===== config.mk =====
export PLATFORM = sky130hd
export DESIGN_NAME = ini_key_value_extractor_unit_flat
export DESIGN_NICKNAME = d
export VERILOG_FILES = /design/src/hdl/ikve_pkg.sv /design/src/hdl/ikve_if.sv /design/src/hdl/ikve_cfg_regs.sv /design/src/hdl/ikve_step.sv /design/src/hdl/ini_key_value_extractor_unit.sv /design/src/flat_wrapper.sv
export SDC_FILE = /design/constraint.sdc
export NUM_CORES = 1
export LEC_CHECK = 0
export BUFFER_PORTS_ARGS = -buffer_cell sky130_fd_sc_hd__buf_2
export CORE_ASPECT_RATIO = 0.75
export CORE_MARGIN = 5
export CORE_UTILIZATION = 62
export DETAILED_ROUTE_END_ITERATION = 8
export PLACE_DENSITY = 0.89
export SYNTH_ARGS = -nofsm -noshare
export SYNTH_HDL_FRONTEND = slang
export SYNTH_SLANG_ARGS = --single-unit

===== constraint.sdc =====
create_clock -name clk_i -period 6.79 [get_ports clk_i]
set_input_delay 1.358 -clock clk_i [delete_from_list [all_inputs] [get_ports clk_i]]
set_output_delay 1.358 -clock clk_i [all_outputs]
set_load 0.01 [all_outputs]

===== src/hdl/ikve_pkg.sv =====
// Shared types, constants and helpers for the INI key/value extractor.
// No dependencies; ikve_cfg_regs, ikve_step and the extractor unit refer to it by scoped names.
package ikve_pkg;

  localparam int unsigned MAX_KEY_CHARS   = 16;
  localparam int unsigned MAX_VALUE_CAP   = 4096;
  localparam int unsigned KEY_LEN_W       = 5;
  localparam int unsigned CAP_W           = 13;
  localparam int unsigned VCOUNT_W        = 12;
  localparam int unsigned CFG_IDX_W       = 3;
  localparam int unsigned CFG_DATA_W      = 64;

  // configuration register indexes
  localparam logic [CFG_IDX_W-1:0] REG_SEC_KEY_LO  = 3'd0;
  localparam logic [CFG_IDX_W-1:0] REG_SEC_KEY_HI  = 3'd1;
  localparam logic [CFG_IDX_W-1:0] REG_SEC_LEN     = 3'd2;
  localparam logic [CFG_IDX_W-1:0] REG_PROP_KEY_LO = 3'd3;
  localparam logic [CFG_IDX_W-1:0] REG_PROP_KEY_HI = 3'd4;
  localparam logic [CFG_IDX_W-1:0] REG_PROP_LEN    = 3'd5;
  localparam logic [CFG_IDX_W-1:0] REG_VALUE_CAP   = 3'd6;

  // result status codes
  localparam logic [1:0] STATUS_FOUND       = 2'd0;
  localparam logic [1:0] STATUS_NO_SECTION  = 2'd1;
  localparam logic [1:0] STATUS_NO_PROPERTY = 2'd2;

  // characters of interest
  localparam logic [7:0] CH_SEMI    = 8'h3B;
  localparam logic [7:0] CH_EQUAL   = 8'h3D;
  localparam logic [7:0] CH_LBRACK  = 8'h5B;
  localparam logic [7:0] CH_LF      = 8'h0A;
  localparam logic [7:0] CH_CR      = 8'h0D;
  localparam logic [7:0] CH_SPACE   = 8'h20;
  localparam logic [7:0] CH_UPPER_A = 8'h41;
  localparam logic [7:0] CH_UPPER_Z = 8'h5A;
  localparam logic [7:0] CASE_DELTA = 8'h20;

  typedef enum logic [1:0] {
    PH_SECTION  = 2'd0,
    PH_PROPERTY = 2'd1,
    PH_VALUE    = 2'd2,
    PH_DONE     = 2'd3
  } phase_e;

  typedef enum logic [1:0] {
    LS_START   = 2'd0,
    LS_COMPARE = 2'd1,
    LS_BYPASS  = 2'd2,
    LS_COPY    = 2'd3
  } line_e;

  typedef logic [MAX_KEY_CHARS-1:0][7:0] key_t;

  // configuration with lengths and capacity already clamped
  typedef struct packed {
    key_t                 sec_key;
    logic [KEY_LEN_W-1:0] sec_len;
    key_t                 prop_key;
    logic [KEY_LEN_W-1:0] prop_len;
    logic [VCOUNT_W-1:0]  val_limit;
  } cfg_t;

  typedef struct packed {
    phase_e               phase;
    line_e                ls;
    logic [KEY_LEN_W-1:0] mc;
    logic [VCOUNT_W-1:0]  vc;
  } state_t;

  typedef struct packed {
    logic       value_valid;
    logic [7:0] value_byte;
    logic       done_res;
    logic [1:0] status;
  } res_t;

  function automatic logic [7:0] fold_char(input logic [7:0] c);
    if (c >= CH_UPPER_A && c <= CH_UPPER_Z) begin
      return c + CASE_DELTA;
    end
    return c;
  endfunction

endpackage


===== src/hdl/ikve_if.sv =====
// Valid/ready channels for file bytes in and extracted words out.
// Depends on nothing but plain logic types.
interface ikve_in_if;
  logic       valid;
  logic       ready;
  logic [7:0] data_byte;
  logic       first_byte;
  logic       last_byte;

  modport source (output valid, data_byte, first_byte, last_byte, input ready);
  modport sink   (input valid, data_byte, first_byte, last_byte, output ready);
endinterface

interface ikve_out_if;
  logic       valid;
  logic       ready;
  logic       value_valid;
  logic [7:0] value_byte;
  logic       done_res;
  logic [1:0] status;

  modport source (output valid, value_valid, value_byte, done_res, status, input ready);
  modport sink   (input valid, value_valid, value_byte, done_res, status, output ready);
endinterface


===== src/hdl/ikve_cfg_regs.sv =====
// Configuration registers of the extractor, with length and capacity clamping.
// Depends on ikve_pkg.
module ikve_cfg_regs (
  input  logic                                 clk_i,
  input  logic                                 rst_ni,
  input  logic                                 cfg_we_i,
  input  logic [ikve_pkg::CFG_IDX_W-1:0]       cfg_idx_i,
  input  logic [ikve_pkg::CFG_DATA_W-1:0]      cfg_data_i,
  output ikve_pkg::cfg_t                       cfg_o
);

  logic [63:0]                       sec_lo_q, sec_hi_q, prop_lo_q, prop_hi_q;
  logic [ikve_pkg::KEY_LEN_W-1:0]    sec_len_q, prop_len_q;
  logic [ikve_pkg::CAP_W-1:0]        cap_q;

  always_ff @(posedge clk_i or negedge rst_ni) begin
    if (!rst_ni) begin
      sec_lo_q   <= '0;
      sec_hi_q   <= '0;
      sec_len_q  <= '0;
      prop_lo_q  <= '0;
      prop_hi_q  <= '0;
      prop_len_q <= ikve_pkg::KEY_LEN_W'(1);
      cap_q      <= ikve_pkg::CAP_W'(64);
    end else if (cfg_we_i) begin
      case (cfg_idx_i)
        ikve_pkg::REG_SEC_KEY_LO:  sec_lo_q   <= cfg_data_i;
        ikve_pkg::REG_SEC_KEY_HI:  sec_hi_q   <= cfg_data_i;
        ikve_pkg::REG_SEC_LEN:     sec_len_q  <= cfg_data_i[ikve_pkg::KEY_LEN_W-1:0];
        ikve_pkg::REG_PROP_KEY_LO: prop_lo_q  <= cfg_data_i;
        ikve_pkg::REG_PROP_KEY_HI: prop_hi_q  <= cfg_data_i;
        ikve_pkg::REG_PROP_LEN:    prop_len_q <= cfg_data_i[ikve_pkg::KEY_LEN_W-1:0];
        ikve_pkg::REG_VALUE_CAP:   cap_q      <= cfg_data_i[ikve_pkg::CAP_W-1:0];
        default: ;
      endcase
    end
  end

  always_comb begin
    cfg_o.sec_key  = {sec_hi_q, sec_lo_q};
    cfg_o.prop_key = {prop_hi_q, prop_lo_q};
    cfg_o.sec_len  = (sec_len_q > ikve_pkg::KEY_LEN_W'(ikve_pkg::MAX_KEY_CHARS))
                   ? ikve_pkg::KEY_LEN_W'(ikve_pkg::MAX_KEY_CHARS) : sec_len_q;
    cfg_o.prop_len = (prop_len_q > ikve_pkg::KEY_LEN_W'(ikve_pkg::MAX_KEY_CHARS))
                   ? ikve_pkg::KEY_LEN_W'(ikve_pkg::MAX_KEY_CHARS) : prop_len_q;
    // a capacity of zero behaves as one: no characters fit
    if (cap_q == '0) begin
      cfg_o.val_limit = '0;
    end else if (cap_q > ikve_pkg::CAP_W'(ikve_pkg::MAX_VALUE_CAP)) begin
      cfg_o.val_limit = ikve_pkg::VCOUNT_W'(ikve_pkg::MAX_VALUE_CAP - 1);
    end else begin
      cfg_o.val_limit = ikve_pkg::VCOUNT_W'(cap_q - ikve_pkg::CAP_W'(1));
    end
  end

endmodule


===== src/hdl/ikve_step.sv =====
// Per-byte update of the search state and result word for the extractor.
// Depends on ikve_pkg.
module ikve_step (
  input  ikve_pkg::cfg_t   cfg_i,
  input  ikve_pkg::state_t state_i,
  input  logic [7:0]       byte_i,
  input  logic             first_i,
  input  logic             last_i,
  output ikve_pkg::state_t state_o,
  output logic             emit_o,
  output ikve_pkg::res_t   res_o
);

  ikve_pkg::state_t s0;
  logic [7:0]       c_fold;
  logic             sec_match, prop_match;

  // a new file restarts the search before the byte is looked at
  always_comb begin
    s0 = state_i;
    if (first_i) begin
      s0.phase = (cfg_i.sec_len != '0) ? ikve_pkg::PH_SECTION : ikve_pkg::PH_PROPERTY;
      s0.ls    = ikve_pkg::LS_START;
      s0.mc    = '0;
      s0.vc    = '0;
    end
  end

  assign c_fold     = ikve_pkg::fold_char(byte_i);
  assign sec_match  = (s0.mc < cfg_i.sec_len) &&
                      (c_fold == ikve_pkg::fold_char(cfg_i.sec_key[s0.mc[3:0]]));
  assign prop_match = (s0.mc < cfg_i.prop_len) &&
                      (c_fold == ikve_pkg::fold_char(cfg_i.prop_key[s0.mc[3:0]]));

  always_comb begin
    ikve_pkg::state_t s;
    logic             done, valid, next_sec;
    logic [1:0]       status;
    s        = s0;
    done     = 1'b0;
    valid    = 1'b0;
    next_sec = 1'b0;
    status   = ikve_pkg::STATUS_FOUND;
    if (s0.phase != ikve_pkg::PH_DONE) begin
      case (s0.phase)
        ikve_pkg::PH_SECTION: begin
          if (s.ls == ikve_pkg::LS_START) begin
            if (byte_i == ikve_pkg::CH_SEMI) s.ls = ikve_pkg::LS_BYPASS;
            else if (byte_i != ikve_pkg::CH_SPACE) s.ls = ikve_pkg::LS_COMPARE;
          end
          if (s.ls == ikve_pkg::LS_COMPARE) begin
            if (byte_i == ikve_pkg::CH_LF) begin
              if (s.mc == cfg_i.sec_len) s.phase = ikve_pkg::PH_PROPERTY;
              s.mc = '0;
              s.ls = ikve_pkg::LS_START;
            end else if (byte_i == ikve_pkg::CH_EQUAL) begin
              s.mc = '0;
              s.ls = ikve_pkg::LS_BYPASS;
            end else if (sec_match) begin
              s.mc = s.mc + ikve_pkg::KEY_LEN_W'(1);
            end else if (byte_i != ikve_pkg::CH_SPACE && byte_i != ikve_pkg::CH_CR) begin
              s.mc = '0;
            end
          end else if (s.ls == ikve_pkg::LS_BYPASS && byte_i == ikve_pkg::CH_LF) begin
            s.ls = ikve_pkg::LS_START;
          end
        end
        ikve_pkg::PH_PROPERTY: begin
          // with a section key set, a section header ends the search, leaving line state untouched
          if (s.ls == ikve_pkg::LS_START && byte_i == ikve_pkg::CH_LBRACK &&
              cfg_i.sec_len != '0) begin
            next_sec = 1'b1;
            done     = 1'b1;
            status   = ikve_pkg::STATUS_NO_PROPERTY;
          end else begin
            if (s.ls == ikve_pkg::LS_START) begin
              if (byte_i == ikve_pkg::CH_SEMI) s.ls = ikve_pkg::LS_BYPASS;
              else if (byte_i != ikve_pkg::CH_SPACE) s.ls = ikve_pkg::LS_COMPARE;
            end
            if (s.ls == ikve_pkg::LS_COMPARE) begin
              if (byte_i == ikve_pkg::CH_EQUAL) begin
                if (s.mc == cfg_i.prop_len) begin
                  s.phase = ikve_pkg::PH_VALUE;
                  s.ls    = ikve_pkg::LS_START;
                end else begin
                  s.ls = ikve_pkg::LS_BYPASS;
                end
                s.mc = '0;
              end else if (byte_i == ikve_pkg::CH_LF) begin
                s.mc = '0;
                s.ls = ikve_pkg::LS_START;
              end else if (prop_match) begin
                s.mc = s.mc + ikve_pkg::KEY_LEN_W'(1);
              end else if (byte_i != ikve_pkg::CH_SPACE) begin
                s.mc = '0;
              end
            end else if (s.ls == ikve_pkg::LS_BYPASS && byte_i == ikve_pkg::CH_LF) begin
              s.ls = ikve_pkg::LS_START;
            end
          end
        end
        ikve_pkg::PH_VALUE: begin
          // skip leading spaces, then copy up to the newline or the capacity limit, dropping CRs
          if (s.ls == ikve_pkg::LS_START && byte_i != ikve_pkg::CH_SPACE) begin
            s.ls = ikve_pkg::LS_COPY;
          end
          if (s.ls == ikve_pkg::LS_COPY) begin
            if (byte_i == ikve_pkg::CH_LF) begin
              done = 1'b1;
            end else if (byte_i != ikve_pkg::CH_CR) begin
              if (s.vc < cfg_i.val_limit) begin
                valid = 1'b1;
                s.vc  = s.vc + ikve_pkg::VCOUNT_W'(1);
              end else begin
                done = 1'b1;
              end
            end
          end
        end
        default: ;
      endcase
      if (last_i && !done) begin
        done = 1'b1;
        if (s.phase == ikve_pkg::PH_SECTION) status = ikve_pkg::STATUS_NO_SECTION;
        else if (s.phase == ikve_pkg::PH_PROPERTY) status = ikve_pkg::STATUS_NO_PROPERTY;
        else status = ikve_pkg::STATUS_FOUND;
      end
      if (done || next_sec) s.phase = ikve_pkg::PH_DONE;
    end
    state_o           = s;
    emit_o            = valid || done;
    res_o.value_valid = valid;
    res_o.value_byte  = valid ? byte_i : 8'h00;
    res_o.done_res    = done;
    res_o.status      = done ? status : ikve_pkg::STATUS_FOUND;
  end

endmodule


===== src/hdl/ini_key_value_extractor_unit.sv =====
// INI key/value extractor: finds a section, then a property, and streams its value.
// A byte is taken whenever the input is ready; each accepted byte is held in the input
// register, and a word that it produces goes to the result register and is offered from
// there. While a word waits at the output the held byte waits too, and the input stalls
// only when both registers are occupied. Throughput is one byte per cycle unless the
// output stalls; the phase, line state and match/value counters are updated
// combinationally for each byte. At most one word leaves per byte: a value character, a
// final status, or both on the last character. Depends on ikve_pkg, ikve_if,
// ikve_cfg_regs and ikve_step.
module ini_key_value_extractor_unit (
  input  logic                               clk_i,
  input  logic                               rst_ni,
  ikve_in_if.sink                            in_i,
  ikve_out_if.source                         out_o,
  input  logic                               cfg_we_i,
  input  logic [ikve_pkg::CFG_IDX_W-1:0]     cfg_idx_i,
  input  logic [ikve_pkg::CFG_DATA_W-1:0]    cfg_data_i
);

  ikve_pkg::cfg_t   cfg;
  ikve_pkg::state_t state_q, state_d;
  ikve_pkg::res_t   res_q, res_d;
  logic             emit;
  logic             a_valid_q, a_valid_d;
  logic [7:0]       a_byte_q;
  logic             a_first_q, a_last_q;
  logic             out_valid_q, out_valid_d;
  logic             advance;
  logic             in_take;

  ikve_cfg_regs u_cfg (
    .clk_i      (clk_i),
    .rst_ni     (rst_ni),
    .cfg_we_i   (cfg_we_i),
    .cfg_idx_i  (cfg_idx_i),
    .cfg_data_i (cfg_data_i),
    .cfg_o      (cfg)
  );

  ikve_step u_step (
    .cfg_i   (cfg),
    .state_i (state_q),
    .byte_i  (a_byte_q),
    .first_i (a_first_q),
    .last_i  (a_last_q),
    .state_o (state_d),
    .emit_o  (emit),
    .res_o   (res_d)
  );

  // move the held byte on whenever the result register is free or draining
  assign advance     = a_valid_q && (!out_valid_q || out_o.ready);
  assign in_i.ready  = !a_valid_q || advance;
  assign in_take     = in_i.valid && in_i.ready;
  assign a_valid_d   = in_take || (a_valid_q && !advance);
  assign out_valid_d = advance ? emit : (out_valid_q && !out_o.ready);

  always_ff @(posedge clk_i or negedge rst_ni) begin
    if (!rst_ni) begin
      a_valid_q   <= 1'b0;
      out_valid_q <= 1'b0;
      state_q     <= '{phase: ikve_pkg::PH_DONE, ls: ikve_pkg::LS_START, mc: '0, vc: '0};
    end else begin
      a_valid_q   <= a_valid_d;
      out_valid_q <= out_valid_d;
      if (advance) state_q <= state_d;
    end
  end

  always_ff @(posedge clk_i) begin
    if (in_take) begin
      a_byte_q  <= in_i.data_byte;
      a_first_q <= in_i.first_byte;
      a_last_q  <= in_i.last_byte;
    end
    if (advance && emit) res_q <= res_d;
  end

  assign out_o.valid       = out_valid_q;
  assign out_o.value_valid = res_q.value_valid;
  assign out_o.value_byte  = res_q.value_byte;
  assign out_o.done_res    = res_q.done_res;
  assign out_o.status      = res_q.status;

  // every word carries a character or a final status
  assert property (@(posedge clk_i) disable iff (!rst_ni)
    out_o.valid |-> (out_o.value_valid || out_o.done_res))
    else $error("result word with neither character nor status");

  // a finishing byte leaves the search closed
  assert property (@(posedge clk_i) disable iff (!rst_ni)
    (advance && emit && res_d.done_res) |=> (state_q.phase == ikve_pkg::PH_DONE))
    else $error("search not closed after final status");

  // input stalls only with both registers occupied
  assert property (@(posedge clk_i) disable iff (!rst_ni)
    !in_i.ready |-> (a_valid_q && out_valid_q && !out_o.ready))
    else $error("input stalled with free pipeline slot");

endmodule

===== src/flat_wrapper.sv =====
// flat-port wrapper written by rule: the top's interface ports become plain ports
module ini_key_value_extractor_unit_flat 
  (clk_i, rst_ni, cfg_we_i, cfg_idx_i, cfg_data_i, in_i_valid, in_i_data_byte, in_i_first_byte, in_i_last_byte, in_i_ready, out_o_valid, out_o_value_valid, out_o_value_byte, out_o_done_res, out_o_status, out_o_ready);
  ikve_in_if in_i_i ();
  ikve_out_if out_o_i ();
  input  logic clk_i;
  input  logic rst_ni;
  input  logic cfg_we_i;
  input  logic [ikve_pkg::CFG_IDX_W-1:0] cfg_idx_i;
  input  logic [ikve_pkg::CFG_DATA_W-1:0] cfg_data_i;
  input wire logic [$bits(in_i_i.valid)-1:0] in_i_valid;
  input wire logic [$bits(in_i_i.data_byte)-1:0] in_i_data_byte;
  input wire logic [$bits(in_i_i.first_byte)-1:0] in_i_first_byte;
  input wire logic [$bits(in_i_i.last_byte)-1:0] in_i_last_byte;
  output wire logic [$bits(in_i_i.ready)-1:0] in_i_ready;
  output wire logic [$bits(out_o_i.valid)-1:0] out_o_valid;
  output wire logic [$bits(out_o_i.value_valid)-1:0] out_o_value_valid;
  output wire logic [$bits(out_o_i.value_byte)-1:0] out_o_value_byte;
  output wire logic [$bits(out_o_i.done_res)-1:0] out_o_done_res;
  output wire logic [$bits(out_o_i.status)-1:0] out_o_status;
  input wire logic [$bits(out_o_i.ready)-1:0] out_o_ready;
  assign in_i_i.valid = in_i_valid;
  assign in_i_i.data_byte = in_i_data_byte;
  assign in_i_i.first_byte = in_i_first_byte;
  assign in_i_i.last_byte = in_i_last_byte;
  assign in_i_ready = in_i_i.ready;
  assign out_o_valid = out_o_i.valid;
  assign out_o_value_valid = out_o_i.value_valid;
  assign out_o_value_byte = out_o_i.value_byte;
  assign out_o_done_res = out_o_i.done_res;
  assign out_o_status = out_o_i.status;
  assign out_o_i.ready = out_o_ready;
  ini_key_value_extractor_unit u_core (.clk_i(clk_i), .rst_ni(rst_ni), .in_i(in_i_i), .out_o(out_o_i), .cfg_we_i(cfg_we_i), .cfg_idx_i(cfg_idx_i), .cfg_data_i(cfg_data_i));
endmodule

-- Word-level counts from Yosys, hierarchy flattened
Index checks and enable logic that the tools add are counted.
- bits of input ports: 82
- logic and storage cells: 194
- flip-flop bits (word level): 324
- output and inout port bits: 14
- reduce and logical (&&, ||, !) cells: 41
- add/sub/neg operators: 6
- multiplexer cells: 89
- equality and inequality tests: 25
- order comparisons: 13
- operator list (kind ; number):
    12-bit 2-to-1 mux ; 7
    8-bit binary-select mux with 4-bit select ; 2
    8-bit 2-to-1 mux ; 8
    2-bit 2-to-1 mux ; 31
    5-bit 2-to-1 mux ; 10
    21-bit 2-to-1 mux ; 2
    8-bit by 6-bit adder with 8-bit output (second input constant) ; 3
    8-bit by 7-bit >= comparator with 1-bit output (second input constant) ; 3
    8-bit by 7-bit <= comparator with 1-bit output (second input constant) ; 3
    1-bit 2-to-1 mux ; 22
    1-bit logical AND ; 17
    8-bit by 6-bit == test with 1-bit output (second input constant) ; 2
    8-bit == test ; 2
    2-bit AND reduction ; 8
    7-bit 2-to-1 mux ; 2
    13-bit > comparator (second input constant) ; 1
    13-bit logical NOT ; 1
    12-bit by 1-bit adder with 12-bit output (second input constant) ; 1
    12-bit less-than comparator ; 1
    12-bit by 1-bit subtractor with 12-bit output (second input constant) ; 1
    5-bit == test ; 2
    5-bit > comparator (second input constant) ; 2
    5-bit less-than comparator ; 2
    5-bit one-hot mux with 2 select lines ; 1
    other kinds (21) ; 40

-- Logic depth before layout (Yosys ltp)
- depth after elaboration: 24
- gate-level depth with buffers: 23
- depth with buffers taken out: 20

-- Modules after synthesis
A second synthesis with hierarchy kept.
- cells, all modules: 1386
- area total of the unflattened synthesis: 17132.7 µm²
- by module, submodules not included (module ; seq. area each (µm²) ; cells each ; instances ; area each (µm²)):
    ikve_cfg_regs ; 6984.2 ; 670 ; 1 ; 10810.4
    ikve_step ; 0.0 ; 639 ; 1 ; 4670.7
    ini_key_value_extractor_unit ; 1238.7 ; 77 ; 1 ; 1651.6

-- Least setup slack after synthesis
No wires, ideal clock.
- path kind: register -> register
- start point: register u_core.a_first_q
- end point: register u_core.res_q, in the netlist u_core.out_o.done_res, enable pin
- stages on the path, launching flop included: 21
- library setup time: 0.380 ns
- buffers on the path: 8
- path slack: 1.982 ns
- clock period less this slack: 4.808 ns
- arrival: 4.428 ns
- required time: 6.410 ns
- cell sequence: edfxtp_1 > buf_6 > buf_6 > buf_6 > buf_2 > buf_1 > clkbuf_1 > clkbuf_1 > nor2b_1 > ha_1 > a21o_1 > a21o_1 > a21o_1 > a21o_1 > a21o_1 > a21o_1 > a221oi_1 > and4bb_2 > clkbuf_1 > nor2_1 > nor2_1
- RTL lines (what ; RTL line ; text):
    start, declared ; ini_key_value_extractor_unit.sv:26 ; logic a_first_q, a_last_q;
    start signal, assigned ; ini_key_value_extractor_unit.sv:73 ; a_first_q <= in_i.first_byte;
    end signal, assigned ; ini_key_value_extractor_unit.sv:76 ; if (advance && emit) res_q <= res_d;
    end, declared ; ini_key_value_extractor_unit.sv:22 ; ikve_pkg::res_t res_q, res_d;

-- Worst setup path in the final report
- start point: register u_core.u_cfg.cap_q[0] in the netlist's numbering
- end point: register u_core.res_q, in the netlist u_core.out_o.value_byte[0], enable pin
- longest elaborated chain between the ends: 17
- elaborated cells on any way between the ends: 25
- those cells by class: add/sub (1); order compare (2); mux (17); reduce/logical (5)
- RTL lines (what ; RTL line ; text):
    start, declared ; ikve_cfg_regs.sv:14 ; logic [ikve_pkg::CAP_W-1:0] cap_q;
    start signal, assigned ; ikve_cfg_regs.sv:24 ; cap_q <= ikve_pkg::CAP_W'(64);
    start signal, assigned ; ikve_cfg_regs.sv:33 ; ikve_pkg::REG_VALUE_CAP: cap_q <= cfg_data_i[ikve_pkg::CAP_W-1:0];
    12-bit by 1-bit subtractor with 12-bit output / 13-bit > comparator (equally long branches) ; ikve_cfg_regs.sv:52, ikve_cfg_regs.sv:49 ;
    12-bit 2-to-1 mux ; ikve_cfg_regs.sv:49 ; end else if (cap_q > ikve_pkg::CAP_W'(ikve_pkg::MAX_VALUE_CAP)) begin
    12-bit 2-to-1 mux (*) ; ikve_cfg_regs.sv:47 ; if (cap_q == '0) begin
    12-bit less-than comparator (*) ; ikve_step.sv:111 ; if (s.vc < cfg_i.val_limit) begin
    1-bit 2-to-1 mux ; ikve_step.sv:111 ;
    1-bit 2-to-1 mux ; ikve_step.sv:110 ; end else if (byte_i != ikve_pkg::CH_CR) begin
    1-bit 2-to-1 mux ; ikve_step.sv:108 ; if (byte_i == ikve_pkg::CH_LF) begin
    1-bit 2-to-1 mux ; ikve_step.sv:107 ; if (s.ls == ikve_pkg::LS_COPY) begin
    1-bit one-hot mux with 2 select lines ; ikve_step.sv:45 ; case (s0.phase)
    1-bit 2-to-1 mux ; ikve_step.sv:44 ; if (s0.phase != ikve_pkg::PH_DONE) begin
    1-bit logical NOT ; ikve_step.sv:122 ; if (last_i && !done) begin
    1-bit logical AND ; ikve_step.sv:122 ;
    1-bit 2-to-1 mux ; ikve_step.sv:122 ;
    1-bit 2-to-1 mux (2 in series) ; ikve_step.sv:44 ;
    1-bit logical OR (*) ; ikve_step.sv:131 ; emit_o = valid || done;
    1-bit logical AND (*) ; ini_key_value_extractor_unit.sv:76 ;
Every way passes the cells marked *; elsewhere a longest branch is shown, timed or not. The select of a mux whose other input is x is not followed.
A chain may end at the register's enable or synchronous reset.

==> metrics.md <==
| Metric | Value |
|---|---|
| Status | completed |
| Compound-cell area share of the yosys netlist | ~8.8% |
| Simple-Gate Fraction of Synth Area | 11.0% |
| Clock power frac | 33.7% |
| DP HPWL | 28800 µm |
| First-pass GRT wire length | 70000 µm |
| Setup Viol. Count Final | 0 |
| CP max FO | 12 |
| Fill count | between 1500 and 2000 |
| Layout cells sized above 1 | ~34% |
| Leakage power | 7.80 nW |
| Synth Cell Area | 17000 µm² |
| I/O Pins | 96 |
| Comb pwr share | around a fifth |
| FMAX | 177 MHz |
| Mux share of post-synthesis cell area | 24.2% |
| Yosys reg bits | 324 |
| CP Launch Type | flop |
| Final net count | ~1600 |
| Die Area | 30900 µm² |
| Fin. Hold Viols | 0 |
| Worst-skew pair later-pin latency | about 0.53 ns |
| Sw frac | 28.1% |
| Fin worst setup slack | between 1 and 1.5 ns |
| Core Region | 27100 µm² |
| Cts hold-fix bufs | 0 |
| Final setup TNS | 0 ns |
| Die height | 154 µm |
| CTS buffer count | 34 |
| RSZ-0062 raised after global routing | no |
| Layout Cells excl Fill | 1841 |
| Internal power | around 4.0 mW |
| Drc violations | 0 |
| Adder-cell share of the synthesized area | 2.33% |
| Avg Cell Area, Syn | between 10 and 15 µm² |
| Diode count | 0 |
| Crit. End Element | flop |
| Worst path max stage delay | ~0.7 ns |
| H-tree depth | 2 |
| P per Cell Area | 300 nW/µm² |
| Worst path required time | 6.94 ns |
| Post-synth cell types | between 100 and 150 |
| Async S/R FF share, synth | 93.2% |
| Pin count of the biggest net entering global routing | 127 |
| Final Power | 5.62 mW |
| Placed inst area | 17600 µm² |
| Layout Skew | 0.0180 ns |
| Most used DFF post-synth | dfrtp_1 |
| Antenna violations before repair | 0 |
| Max-cap check violation count | 0 |
| Die Wd | 201 µm |
| Syn_nets | about 1500 |
| Hold slack | around 0.5 ns |
| Pre-CTS setup slack | approximately 1.3 ns |
| Post-synth EDFFs | 22 |
| P&R area growth vs syn | 9.89% |
| Antenna-violating nets left | 0 |
| Max Buffers Root-to-Sink | 3 |
| Initial DRC Count | approximately 1300 |
| Wire per inst | 23.9 µm |
| Shortest period the worst path allows | 5.66 ns |
| Crit path buf inv count | 1 |
| Sequential share of power | 46.3% |
| NetSw | between 1.5 and 2 mW |
| CP most frequent cell | a21o_1 |
| TritonCTS clock tree | yes |
| Register area share after synthesis | 48.2% |
| Slowest CP cell | nor4b_1 |
| Final worst path period share | approximately 83% |
| CP Class | reg -> reg |
| CTS root buffer | clkbuf_16 |
| Post-CTS Resized | 0 |
| Cells along the critical path | inv_1 > ha_1 > nor4b_1 > and3_1 > o21ai_0 > and2_1 > a21oi_1 > ha_1 > a21o_1 > a21o_1 > a21o_1 > a21o_1 > a21o_1 > a21o_1 > a221oi_1 > and4bb_2 > nor2_1 > nor2_1 |
| Setup bufs post-CTS | 0 |
| Total track usage | roughly 28% |
| # clock sinks | 324 |
| GP Congestion | 0.947 |
| Placement row count | 52 |
| Final Cell Area | 18700 µm² |
| FF+latch area | 8230 µm² |
| Residual overflow from global routing | 0 |
| Hold/Removal Path Class | reg -> reg |
| Area of the multi-input gates | roughly 8200 µm² |
| Post-layout util | 69.2% |
| Final Max Tran Viols | 0 |
| Slew HR | 17.3% |
| Clk pin slew, worst setup/hold paths | 0.06 ns |
| Vias/cell | 6.62 |
| Vias in the first global route | 12400 |
| WL final | 44000 µm |
| Initial core utilization | 63.0% |
| Post-Synth XOR/XNOR Area | 1.77% |
| # placed instances | about 1800 |
| Crit path DAT | 5.81 ns |
| DR pass1 iterations | 5 |
| Synthesized instance count | 1405 |
| Count of input and output buffers | 95 |
| Worst-margin pin slew | 1.21 ns |
| Ys Warns | 0 |
| Largest family of logic cells by synthesized area | multiplexers |
| VDD IR max | 220 µV |
| Crit path max-delay family | simple AND/OR/NAND/NOR gates |
| Via Count | 12200 |
-- state kept, by name, indices dropped and copies added (netlist names) --
signal and cells:
u_core.a_last_q 1, u_core.u_cfg.sec_hi_q 64, u_core.a_byte_q 8, u_core.u_cfg.sec_lo_q 64, u_core.out_o.done_res 1, u_core.out_o.value_byte 8
u_core.out_o.valid 1, u_core.a_valid_q 1, u_core.out_o.status 2, u_core.out_o.value_valid 1, u_core.state_q 21, u_core.a_first_q 1
u_core.u_cfg.sec_len_q 5, u_core.u_cfg.cap_q 13, u_core.u_cfg.prop_len_q 5, u_core.u_cfg.prop_hi_q 64, u_core.u_cfg.prop_lo_q 64
-- area by class of cell --
type | instances | share of cell area, %
clock inverter | 12 | 0.842
multi-input combinational | 968 | 43.9
clock buffer | 49 | 5.22
tap | 351 | 2.34
sequential | 324 | 43.9
inverter | 28 | 0.574
timing repair buffer | 109 | 3.22
-- metal layers --
layer	global-route usage, %	vias up	wire [µm]
met5	0	-	0
met1	39.8	6205	18700
met4	9.86	0	1360
li1	-	5290	-
met2	42.9	579	20100
met3	6.84	109	3820
-- cell families after synthesis --
kind of cell / count (synthesis)
XOR/XNOR: 31
buffers and inverters: 113
flip-flops: 324
adder cells (fa/ha/maj): 32
multiplexers: 359
AND/OR/NAND/NOR: 333
AO/OA/AOI/OAI: 213
-- cell usage after synthesis, types with 5 or more instances --
master     count  area, µm²
or2_2          6       37.5
o311ai_0       5       43.8
nand4_1       12       75.1
buf_6         17        191
and2_1        23        144
a22oi_1        8       60.1
buf_2         17       85.1
and4_1         5       43.8
a21oi_1       45        225
nand3_1       27        135
o2111ai_1      6       52.6
o22a_1         6       52.6
a31oi_1        8       50.1
xor2_1        18        158
o22ai_1       13       81.3
dfrtp_1      298       7460
o21ai_0       40        200
buf_4          7       52.6
edfxtp_1      22        661
ha_1          31        388
or3_1          5       31.3
mux2i_1       57        571
nand2_1       81        304
a21o_1        12       90.1
a221oi_1       7       61.3
clkbuf_1      40        150
nor2_1        49        184
nor3b_1       11       82.6
xnor2_1       11       96.3
inv_1         26       97.6
o211ai_1       5       37.5
mux2_2       287       3230
nor3_1        19       95.1
and3_1         7       43.8
mux4_2        12        270
nand2b_1      16        100
nor4_1         8       50.1
nor2b_1       24        150
-- path summary, 6_finish.rpt --
| path | from | end | slack [ns] | cells after the start |
|---|---|---|---|---|
| min in group asynchronous | rst_ni | u_core.u_cfg.sec_hi_q[22] | 0.89 | 1 |
| max in group asynchronous | rst_ni | u_core.u_cfg.sec_lo_q[10] | 4.44 | 2 |
| min reg2reg | u_core.u_cfg.prop_hi_q[54] | u_core.u_cfg.prop_hi_q[54] | 0.50 | 1 |
| max reg2reg | u_core.u_cfg.cap_q[0] | u_core.out_o.value_byte[0] | 1.13 | 18 |
| max | u_core.u_cfg.cap_q[0] | u_core.out_o.value_byte[0] | 1.13 | 18 |
| min | u_core.u_cfg.prop_hi_q[54] | u_core.u_cfg.prop_hi_q[54] | 0.50 | 1 |
-- power by group through the flow --
stage,combinational [mW],clock [mW],sequential (mW)
2_1_floorplan,0.817,0,2.54
3_3_place_gp,1.05,0,2.58
3_5_place_dp,1.10,0,2.62
4_1_cts,1.11,1.92,2.59
5_1_grt,1.23,2.00,2.64
6_report,1.12,1.90,2.60
-- cells in the final DEF (no fill, tap or decap), drive strengths merged, types with 25 or more instances in the layout --
cell and instances:
mux2 289, buf 109, nand2 83, nor2 50
dfrtp 298, a21oi 46, nor2b 25, inv 31
ha 31, nand3 27, clkbuf 49, mux2i 57
o21ai 43
Power figures use the tool's default switching activity.
